[config.mk]
export PLATFORM = sky130hd
export DESIGN_NAME = rgci_band_unit
export DESIGN_NICKNAME = d
export VERILOG_FILES = /design/src/rgci_pkg.sv /design/src/rgci_band_unit.sv
export SDC_FILE = /design/constraint.sdc
export NUM_CORES = 1
export LEC_CHECK = 0
export ABC_AREA = 1
export BUFFER_PORTS_ARGS = -buffer_cell sky130_fd_sc_hd__buf_2
export CAP_MARGIN = 10
export CORE_MARGIN = 3
export CORE_UTILIZATION = 50
export DETAILED_ROUTE_END_ITERATION = 12
export PLACE_DENSITY_LB_ADDON = 0.05
export RECOVER_POWER = 50
export SLEW_MARGIN = 15
export SYNTH_ARGS = -nofsm -noshare
export SYNTH_HDL_FRONTEND = slang
export SYNTH_SLANG_ARGS = --single-unit
[constraint.sdc]
create_clock -name i_clk -period 3.3 [get_ports i_clk]
set_input_delay 0.165 -clock i_clk [delete_from_list [all_inputs] [get_ports i_clk]]
set_output_delay 0.165 -clock i_clk [all_outputs]
set_load 0.02 [all_outputs]
[src/rgci_pkg.sv]
package rgci_pkg;

    localparam int OFFSET_W   = 6;
    localparam int GSIZE_W    = 8;
    localparam int RADIUS_W   = 6;
    localparam int D2_W       = 13;
    localparam int GG_W       = 2 * GSIZE_W;
    localparam int RADICAND_W = 30;
    localparam int ROOT_W     = RADICAND_W / 2;
    localparam int REM_W      = ROOT_W + 2;
    localparam int STEP_W     = 4;
    localparam int SETUP_W    = 3;
    localparam int CFG_IDX_W  = 2;
    localparam int CFG_DATA_W = 8;

    localparam int MUL_STEPS  = GG_W;
    localparam int SQRT_STEPS = ROOT_W;
    localparam int DIV_STEPS  = ROOT_W;

    localparam logic [OFFSET_W-1:0]  MAX_OFFSET   = 6'd63;
    localparam logic [GSIZE_W-1:0]   GSIZE_RESET  = 8'd16;
    localparam logic [RADIUS_W-1:0]  RADIUS_RESET = 6'd32;

    localparam logic [CFG_IDX_W-1:0] REG_GRADIENT_SIZE = 2'd0;
    localparam logic [CFG_IDX_W-1:0] REG_BLAST_RADIUS  = 2'd1;

    typedef struct packed {
        logic [OFFSET_W-1:0] column_offset;
        logic [OFFSET_W-1:0] column_height;
    } t_in_beat;

    typedef struct packed {
        logic [OFFSET_W-1:0] row_offset;
        logic [GSIZE_W-1:0]  band_index;
        logic                last_row;
    } t_out_beat;

    typedef struct packed {
        logic [CFG_IDX_W-1:0]  index;
        logic [CFG_DATA_W-1:0] data;
    } t_cfg_beat;

    typedef struct packed {
        logic busy;
        logic done;
    } t_band_status;

    typedef enum logic [2:0] {
        S_IDLE,
        S_SETUP,
        S_START,
        S_WAIT,
        S_EMIT
    } t_state;

    typedef enum logic [2:0] {
        U_IDLE,
        U_MUL,
        U_SQRT,
        U_DIV,
        U_DONE
    } t_unit_state;

    function automatic logic [OFFSET_W-1:0] sat_offset(input logic [OFFSET_W-1:0] v);
        sat_offset = (v > MAX_OFFSET) ? MAX_OFFSET : v;
    endfunction

endpackage

[src/rgci_band_unit.sv]
module rgci_band_unit (
    input  logic                          i_clk,
    input  logic                          i_rst_n,
    input  logic                          i_start,
    input  logic [rgci_pkg::D2_W-1:0]     i_d2,
    input  logic [rgci_pkg::GG_W-1:0]     i_gg,
    input  logic [rgci_pkg::GSIZE_W-1:0]  i_gsize,
    input  logic [rgci_pkg::RADIUS_W-1:0] i_radius,
    output rgci_pkg::t_band_status        o_status,
    output logic [rgci_pkg::GSIZE_W-1:0]  o_band
);
    import rgci_pkg::*;

    t_unit_state           r_state, n_state;
    logic [STEP_W-1:0]     r_cnt, n_cnt;
    logic [D2_W-1:0]       r_d2, n_d2;
    logic [GG_W-1:0]       r_mplier, n_mplier;
    logic [RADICAND_W-1:0] r_rad, n_rad;
    logic [REM_W-1:0]      r_rem, n_rem;
    logic [ROOT_W-1:0]     r_root, n_root;
    logic [RADIUS_W-1:0]   r_drem, n_drem;

    logic [REM_W-1:0]      w_rem_sh;
    logic [REM_W-1:0]      w_trial;
    logic [RADIUS_W:0]     w_part;
    logic                  w_ge;

    always_ff @(posedge i_clk) begin
        if (!i_rst_n) begin
            r_state <= U_IDLE;
            r_cnt   <= '0;
        end else begin
            r_state <= n_state;
            r_cnt   <= n_cnt;
        end
    end

    always_ff @(posedge i_clk) begin
        r_d2     <= n_d2;
        r_mplier <= n_mplier;
        r_rad    <= n_rad;
        r_rem    <= n_rem;
        r_root   <= n_root;
        r_drem   <= n_drem;
    end

    always_comb begin
        n_state  = r_state;
        n_cnt    = r_cnt;
        n_d2     = r_d2;
        n_mplier = r_mplier;
        n_rad    = r_rad;
        n_rem    = r_rem;
        n_root   = r_root;
        n_drem   = r_drem;
        w_rem_sh = {r_rem[REM_W-3:0], r_rad[RADICAND_W-1 -: 2]};
        w_trial  = {r_root, 2'b01};
        w_part   = {r_drem, r_root[ROOT_W-1]};
        w_ge     = (w_part >= {1'b0, i_radius});
        case (r_state)
            U_IDLE: begin
                if (i_start) begin
                    n_d2     = i_d2;
                    n_mplier = i_gg;
                    n_rad    = '0;
                    n_cnt    = '0;
                    n_state  = U_MUL;
                end
            end
            U_MUL: begin
                // shift-add, one multiplier bit per cycle, msb first
                n_rad    = {r_rad[RADICAND_W-2:0], 1'b0}
                         + (r_mplier[GG_W-1] ? RADICAND_W'(r_d2) : '0);
                n_mplier = {r_mplier[GG_W-2:0], 1'b0};
                n_cnt    = r_cnt + 1'b1;
                if (r_cnt == STEP_W'(MUL_STEPS - 1)) begin
                    n_cnt   = '0;
                    n_rem   = '0;
                    n_root  = '0;
                    n_state = U_SQRT;
                end
            end
            U_SQRT: begin
                // one root bit per cycle, two radicand bits consumed
                if (w_rem_sh >= w_trial) begin
                    n_rem  = w_rem_sh - w_trial;
                    n_root = {r_root[ROOT_W-2:0], 1'b1};
                end else begin
                    n_rem  = w_rem_sh;
                    n_root = {r_root[ROOT_W-2:0], 1'b0};
                end
                n_rad = {r_rad[RADICAND_W-3:0], 2'b00};
                n_cnt = r_cnt + 1'b1;
                if (r_cnt == STEP_W'(SQRT_STEPS - 1)) begin
                    n_cnt   = '0;
                    n_drem  = '0;
                    n_state = U_DIV;
                end
            end
            U_DIV: begin
                // restoring division, quotient bits replace root bits
                if (w_ge) begin
                    n_drem = RADIUS_W'(w_part - {1'b0, i_radius});
                end else begin
                    n_drem = RADIUS_W'(w_part);
                end
                n_root = {r_root[ROOT_W-2:0], w_ge};
                n_cnt  = r_cnt + 1'b1;
                if (r_cnt == STEP_W'(DIV_STEPS - 1)) begin
                    n_cnt   = '0;
                    n_state = U_DONE;
                end
            end
            U_DONE: begin
                n_state = U_IDLE;
            end
            default: begin
                n_state = U_IDLE;
            end
        endcase
    end

    // zero radius or a quotient above the band count saturates at the band count
    assign o_band = ((i_radius == '0) || (r_root > ROOT_W'(i_gsize))) ? i_gsize
                                                                        : GSIZE_W'(r_root);
    assign o_status.busy = (r_state != U_IDLE);
    assign o_status.done = (r_state == U_DONE);

endmodule
==> impl_results.md, run 1 <==
- Main combinational cell family by area after synthesis: simple AND/OR/NAND/NOR gates
- Gr ovfl total: 0
- FF/Latch Area: around 0.003 mm²
- Min Tclk post-route: 2610 ps
- Worst-margin pin slew: around 1300 ps
- Post-DR wirelength/cell: around 13 µm
- Inst Count DP: roughly 1300
- Post-route setup TNS: 0 ps
- Routed WL: ~17000 µm
- First-pass GRT wire length: 28600 µm
- Full die area: roughly 0.016 mm²
- Initial DRT Pass Iterations: 5
- Post-route ant nets: 0
- Vias: 6441
- CP dominant cell by count: nand3_1
- Num rows: 43
- Slew margin rel.: 0.121
- Slowest Stage Delay on Critical Path: 590 ps
- Layout Utilization: 0.584
- Gr usage total: 0.217
- CP Cell Sequence: nand2_1, inv_1, ha_1, fa_1, nand3_1, nand3_1, nand3_1, nand3_1, nand2_1, nand2_1, nand3_1, nand2_1
- Simple-gate portion of the synthesized area: 0.350
- CTS Root Buffer Type: clkbuf_16
- Hold Buf Count CTS: 13
- Initial antenna violation count: 0
- I/O pin count: 56
- Dpl hpwl: about 13000 µm
- CP max-delay cell: edfxtp_1
- DRC: 0
- Final #Nets: about 1200
- Leakage: ~0.0042 µW
- Die Y: roughly 130 µm
- Unrepaired setup endpoints after global routing: false
- Synth-to-Final Area Change: 11.7%
- Mux contribution to synthesized area: 0
- CTS tree: built
- Ratio of cells with drive above 1 in the final layout: 0.0879
- Clock skew: 7.15 ps
- Die width: 128 µm
- Xor/xnor share of the synthesized area: 0.0130
- Syn Nets: ~1100
- Achievable clock frequency: 0.383 GHz
- Post-Layout Cell Count: ~1300
- Slew Viols, Final: 0
- Core area: ~0.014 mm²
- Starting Density: 0.523
- CP Launch Type: flip-flop
- Fillers: about 1400
- Mapped Cells: approximately 1000
- Gpl congestion: about 0.93
- Unique masters post-synth: between 40 and 50
- Worst VDD drop: around 0.47 mV
- Critical Path End Type: flip-flop
- Post-synthesis adder-cell area fraction: 0.0815
- DR vias/cell: around 5
- Synth Cell Area: 0.00740 mm²
- DRT iter0 DRCs: slightly above 400
- Worst Path Arrival: 2720 ps
- Synthesized flop and latch total: between 100 and 150
- Port bufs: 55
- Vias in the first global route: around 6000
- Power Dens Cells: 967 mW/mm²
- Status: complete, no violations
- CTS buffer count: 9
- ANT cells: 0
- Post-CTS setup buffers: 0
- CP Max Fanout: 13
- CTS Buffer Depth: 2
- Max Cap Violations: 0
- Kind of critical path: flip-flop to flip-flop
- Hold crit path type: primary input to flip-flop
- Fin crit share: 0.791
- PostCTS Resize Cnt: 0
- Multi-input gate area: 0.00369 mm²
- Post-Syn Area per Cell: just over 7 µm²
- Hold Fails Final Rpt: 0
- CTS sink cnt: approximately 100
- Clk_lat worst skew: 350 ps
- Setup crit start: r_mplier[15]
- Compound-Gate Fraction of Synth Area: 0.0540
- Largest net degree at the start of global routing: 38
- Seq/Total Area, Yosys: 0.405
- R2r startpoint: r_mplier[15]
- Warnings from Yosys: 0
- Required @ worst endpoint: about 3400 ps
- Finish-stage setup viols: 0
- # H-tree levels: 3
- Hold Path Origin: i_gg[0]
- Worst-path clk slew: 80 ps
## metal layers
| metal | GRT usage | routed length [µm] |
|---|---|---|
| met1 | 0.306 | 8290 |
| met2 | 0.350 | 7970 |
| met3 | 0.0351 | 617 |
| met4 | 0.0568 | 259 |
| met5 | 0 | 0 |
## worst max-delay path: cells and delay by family, from the launching register on
kind | cells | cell delay (ps)
adders and majority gates | 2 | 650
buffers and inverters | 1 | 50
DFF | 1 | 590
and+or+nand+nor | 9 | 1060
## state kept, by name (all words and copies together), names as in the netlist
register	count
r_d2	13
r_cnt	4
r_state	3
r_drem	6
r_root	15
r_rem	15
r_mplier	16
r_rad	30
## path summary, 6_finish.rpt
path,endpoint,slack [ps],cells past startpoint
setup / recovery,r_rad[21],690,12
setup reg to reg,r_rad[21],690,12
hold reg to reg,r_state[0],520,2
hold / removal,r_mplier[0],60,3
## synth_stat cells
master,count,area (µm²)
a31o_2,1,8.76
nand2_2,3,18.8
a31oi_1,1,6.26
or2_1,1,6.26
o221ai_1,1,8.76
xor2_1,10,87.6
nor2_1,100,375
o21bai_1,2,15.0
nand2_4,1,11.3
o21ai_0,24,120
a22o_1,1,8.76
nand3_2,1,10.0
nand2_8,1,20.0
a21oi_1,31,155
o21a_1,1,7.51
ha_1,45,563
fa_1,2,40.0
dfxtp_1,7,140
edfxtp_1,95,2850
clkbuf_1,9,33.8
or2_2,5,31.3
buf_1,3,11.3
clkinv_1,1,3.75
nand4_1,9,56.3
nand2_1,375,1410
buf_8,1,15.0
nand3b_1,7,52.6
and3_1,1,6.26
inv_1,162,608
a31oi_4,1,21.3
inv_4,1,6.26
nor3_1,10,50.1
nand3_1,89,445
a32o_1,1,10.0
and2_1,3,18.8
o211ai_1,2,15.0
inv_2,1,3.75
nor4_1,3,18.8
xnor2_1,1,8.76
a21boi_0,3,22.5
nor2_2,10,62.6
buf_6,1,11.3
buf_2,3,15.0
clkbuf_2,1,5.00
## metrics by stage
| stage | hold slack [ps] | area, µm² | setup slack (ps) | power, µW |
|---|---|---|---|---|
| 4_1_cts | 50.3 | 8280 | 695 | 8050 |
| 2_1_floorplan | 263 | 7400 | 857 | 5860 |
| 6_report | 60.6 | 8260 | 691 | 7990 |
| 5_1_grt | 70.8 | 8260 | 367 | 8790 |
| 3_5_place_dp | 343 | 7860 | 723 | 6940 |
| 3_3_place_gp | 341 | 7860 | 795 | 6900 |
## layout make-up
class,count,area share
Sequential cell,102,0.362
Clock buffer,9,0.0273
Inverter,165,0.0753
Timing Repair Buffer,75,0.0533
Clock inverter,7,0.00803
Multi-Input combinational cell,746,0.447
Tap cell,180,0.0273
## report_power, final
| part | switching, µW | leakage [µW] | internal, µW | total [µW] |
|---|---|---|---|---|
| clock | 544 | 0.000142 | 532 | 1080 |
| sequential | 409 | 0.000992 | 2250 | 2660 |
| combinational | 2890 | 0.00311 | 1360 | 4250 |
| total | 3840 | 0.00424 | 4140 | 7990 |
## cell usage in the layout (no fill, tap or decap), types with 2 or more instances in the layout
cell type,count
nor4_1,3
o211ai_1,2
o21bai_1,2
a21oi_1,31
or2_2,5
a21boi_0,3
nor2_2,10
inv_1,162
edfxtp_1,95
and2_1,3
nor3_1,10
ha_1,45
fa_1,2
clkbuf_16,9
nand2_1,375
buf_2,52
nand2_2,3
nor2_1,100
nand3b_1,7
dfxtp_1,7
buf_4,3
xor2_1,10
dlygate4sd3_1,13
o21ai_0,24
nand3_1,89
clkbuf_1,6
nand4_1,9
inv_6,3
## cell families after synthesis
| kind of cell | Yosys count |
|---|---|
| xor+xnor | 11 |
| fa+ha+maj | 47 |
| simple gates | 619 |
| buf+inv | 183 |
| compound gates | 69 |
| flops | 102 |
Power figures use the tool's default switching activity.
==> run 2, diff against run 1 <==
Clock period 3.3 ns to 2.4 ns, I/O delays scaled along.
==> impl_results.md, run 2 (synthesis results as in run 1) <==
- Unrepaired setup endpoints after global routing: true
- # H-tree levels: 3
- Finish-stage setup viols: 0
- Critical Path End Type: output pin
- Port bufs: 55
- Post-route ant nets: 0
- DR vias/cell: 5.02
- Status: complete, no violations
- Post-Layout Cell Count: around 1300
- Routed WL: between 15000 and 20000 µm
- Min Tclk post-route: between 2000 and 2500 ps
- Clock skew: around 11 ps
- Initial DRT Pass Iterations: 5
- Hold Fails Final Rpt: 0
- Register name with the most flops: r_rad
- Power Dens Cells: 1340 mW/mm²
- Clk_lat worst skew: 350 ps
- Pre-CTS WS: ~12 ps
- CTS buffer count: 9
- First-pass GRT wire length: about 29000 µm
- Required @ worst endpoint: roughly 2300 ps
- Core area: between 0.01 and 0.015 mm²
- Layout Utilization: 0.612
- Ratio of cells with drive above 1 in the final layout: 0.140
- CP Launch Type: flip-flop
- Inst Count DP: approximately 1300
- Die Y: ~130 µm
- DRC: 0
- Worst-path clk slew: about 70 ps
- Hold crit path type: primary input to flip-flop
- CTS tree: built
- Worst Path Arrival: roughly 2200 ps
- Kind of critical path: flip-flop to output pin
- CTS Buffer Depth: 2
- Slew margin rel.: 0.535
- Vias in the first global route: just over 6000
- Leakage: around 0.0044 µW
- Vias: between 6000 and 7000
- Commonest non-fill, non-tap cell in the layout: nand2_1
- Final #Nets: ~1200
- Synth-to-Final Area Change: 17.2%
- Gpl congestion: 0.927
- Worst hold slack: roughly 29 ps
- Num rows: 43
- Dpl hpwl: 13000 µm
- Die width: ~130 µm
- CP Max Fanout: 8
- CTS Root Buffer Type: clkbuf_16
- Full die area: 0.0163 mm²
- Starting Density: 0.523
- I/O pin count: 56
- Max FFs per register: 30
- Gr ovfl total: 0
- Slew Viols, Final: 0
- Initial antenna violation count: 0
- Worst-margin pin slew: about 700 ps
- Most frequent cells in the layout: nand2_1 (369), inv_1 (161), edfxtp_1 (95)
- Max Cap Violations: 0
- CTS sink cnt: 102
- DRT iter0 DRCs: approximately 330
- Achievable clock frequency: 0.437 GHz
- Fillers: roughly 1300
- Largest net degree at the start of global routing: 44
- Fin crit share: 0.953
- Biggest regs: r_rad (30), r_mplier (16)
- Worst VDD drop: 0.575 mV
- Post-DR wirelength/cell: 13.3 µm
- Worst setup margin: 112 ps
- Gr usage total: 0.218
- ANT cells: 0
[run 2: changes by cell type in the layout (fill, tap and decap cells not counted), sizes merged]
cell,delta
buf,+28
clkbuf,+1
clkinv,-1
[run 2: worst max-delay path: stages (launching register included)]
cell,delay (ps)
edfxtp_1,370
inv_2,70
buf_4,150
ha_4,260
nand2_2,40
nor4_2,260
nand3_1,120
nand2_2,120
buf_6,140
nand3_1,70
nand2_1,80
buf_4,150
[run 2: layer usage]
layer  up-vias  wire length [µm]  track usage
met5         -                 0            0
met4         0               269       0.0624
met3        19               651       0.0259
met2       128              8360        0.371
met1      2953              8120        0.294
li1       3483                 -            -
[run 2: metrics by stage]
step	TNS (ps)	area (µm²)	power, µW
after floorplan	0	7400	8060
after global placement	0	8090	9940
after detailed placement	0	8090	9960
after CTS	0	8510	11500
after global routing	-125	8660	12800
final	0	8660	11600
[run 2: final timing paths]
kind | start | to | slack, ps | cells after the start
max reg2reg | r_mplier[15] | r_rad[14] | 110 | 13
max | r_root[0] | o_band[0] | 110 | 11
min | i_gg[0] | r_mplier[0] | 30 | 3
min reg2reg | r_mplier[2] | r_mplier[3] | 520 | 2
[run 2: area by class of cell]
class / count / area [µm²] / area share
clock buffers: 10 / 229 / 0.0264
clock inverters: 6 / 52.6 / 0.00606
inverters: 165 / 622 / 0.0718
repair buffers: 103 / 689 / 0.0796
well taps: 180 / 225 / 0.0260
multi-input cells: 746 / 3850 / 0.445
flip-flops and latches: 102 / 2990 / 0.345
[run 2: timing repair]
item / in CTS / in global routing
hold buffers: 13 / 0
setup buffers: 1 / 0
endpoints found under the setup margin: 10 / 32
endpoints found under the hold margin: 13 / 0
gates resized for setup: 2 / 39
pin swaps: 0 / 5
[run 2: power breakdown]
group / switching, µW / total [µW] / internal, µW
clock: 689 / 1410 / 725
combinational: 4210 / 6600 / 2390
sequential: 506 / 3590 / 3090
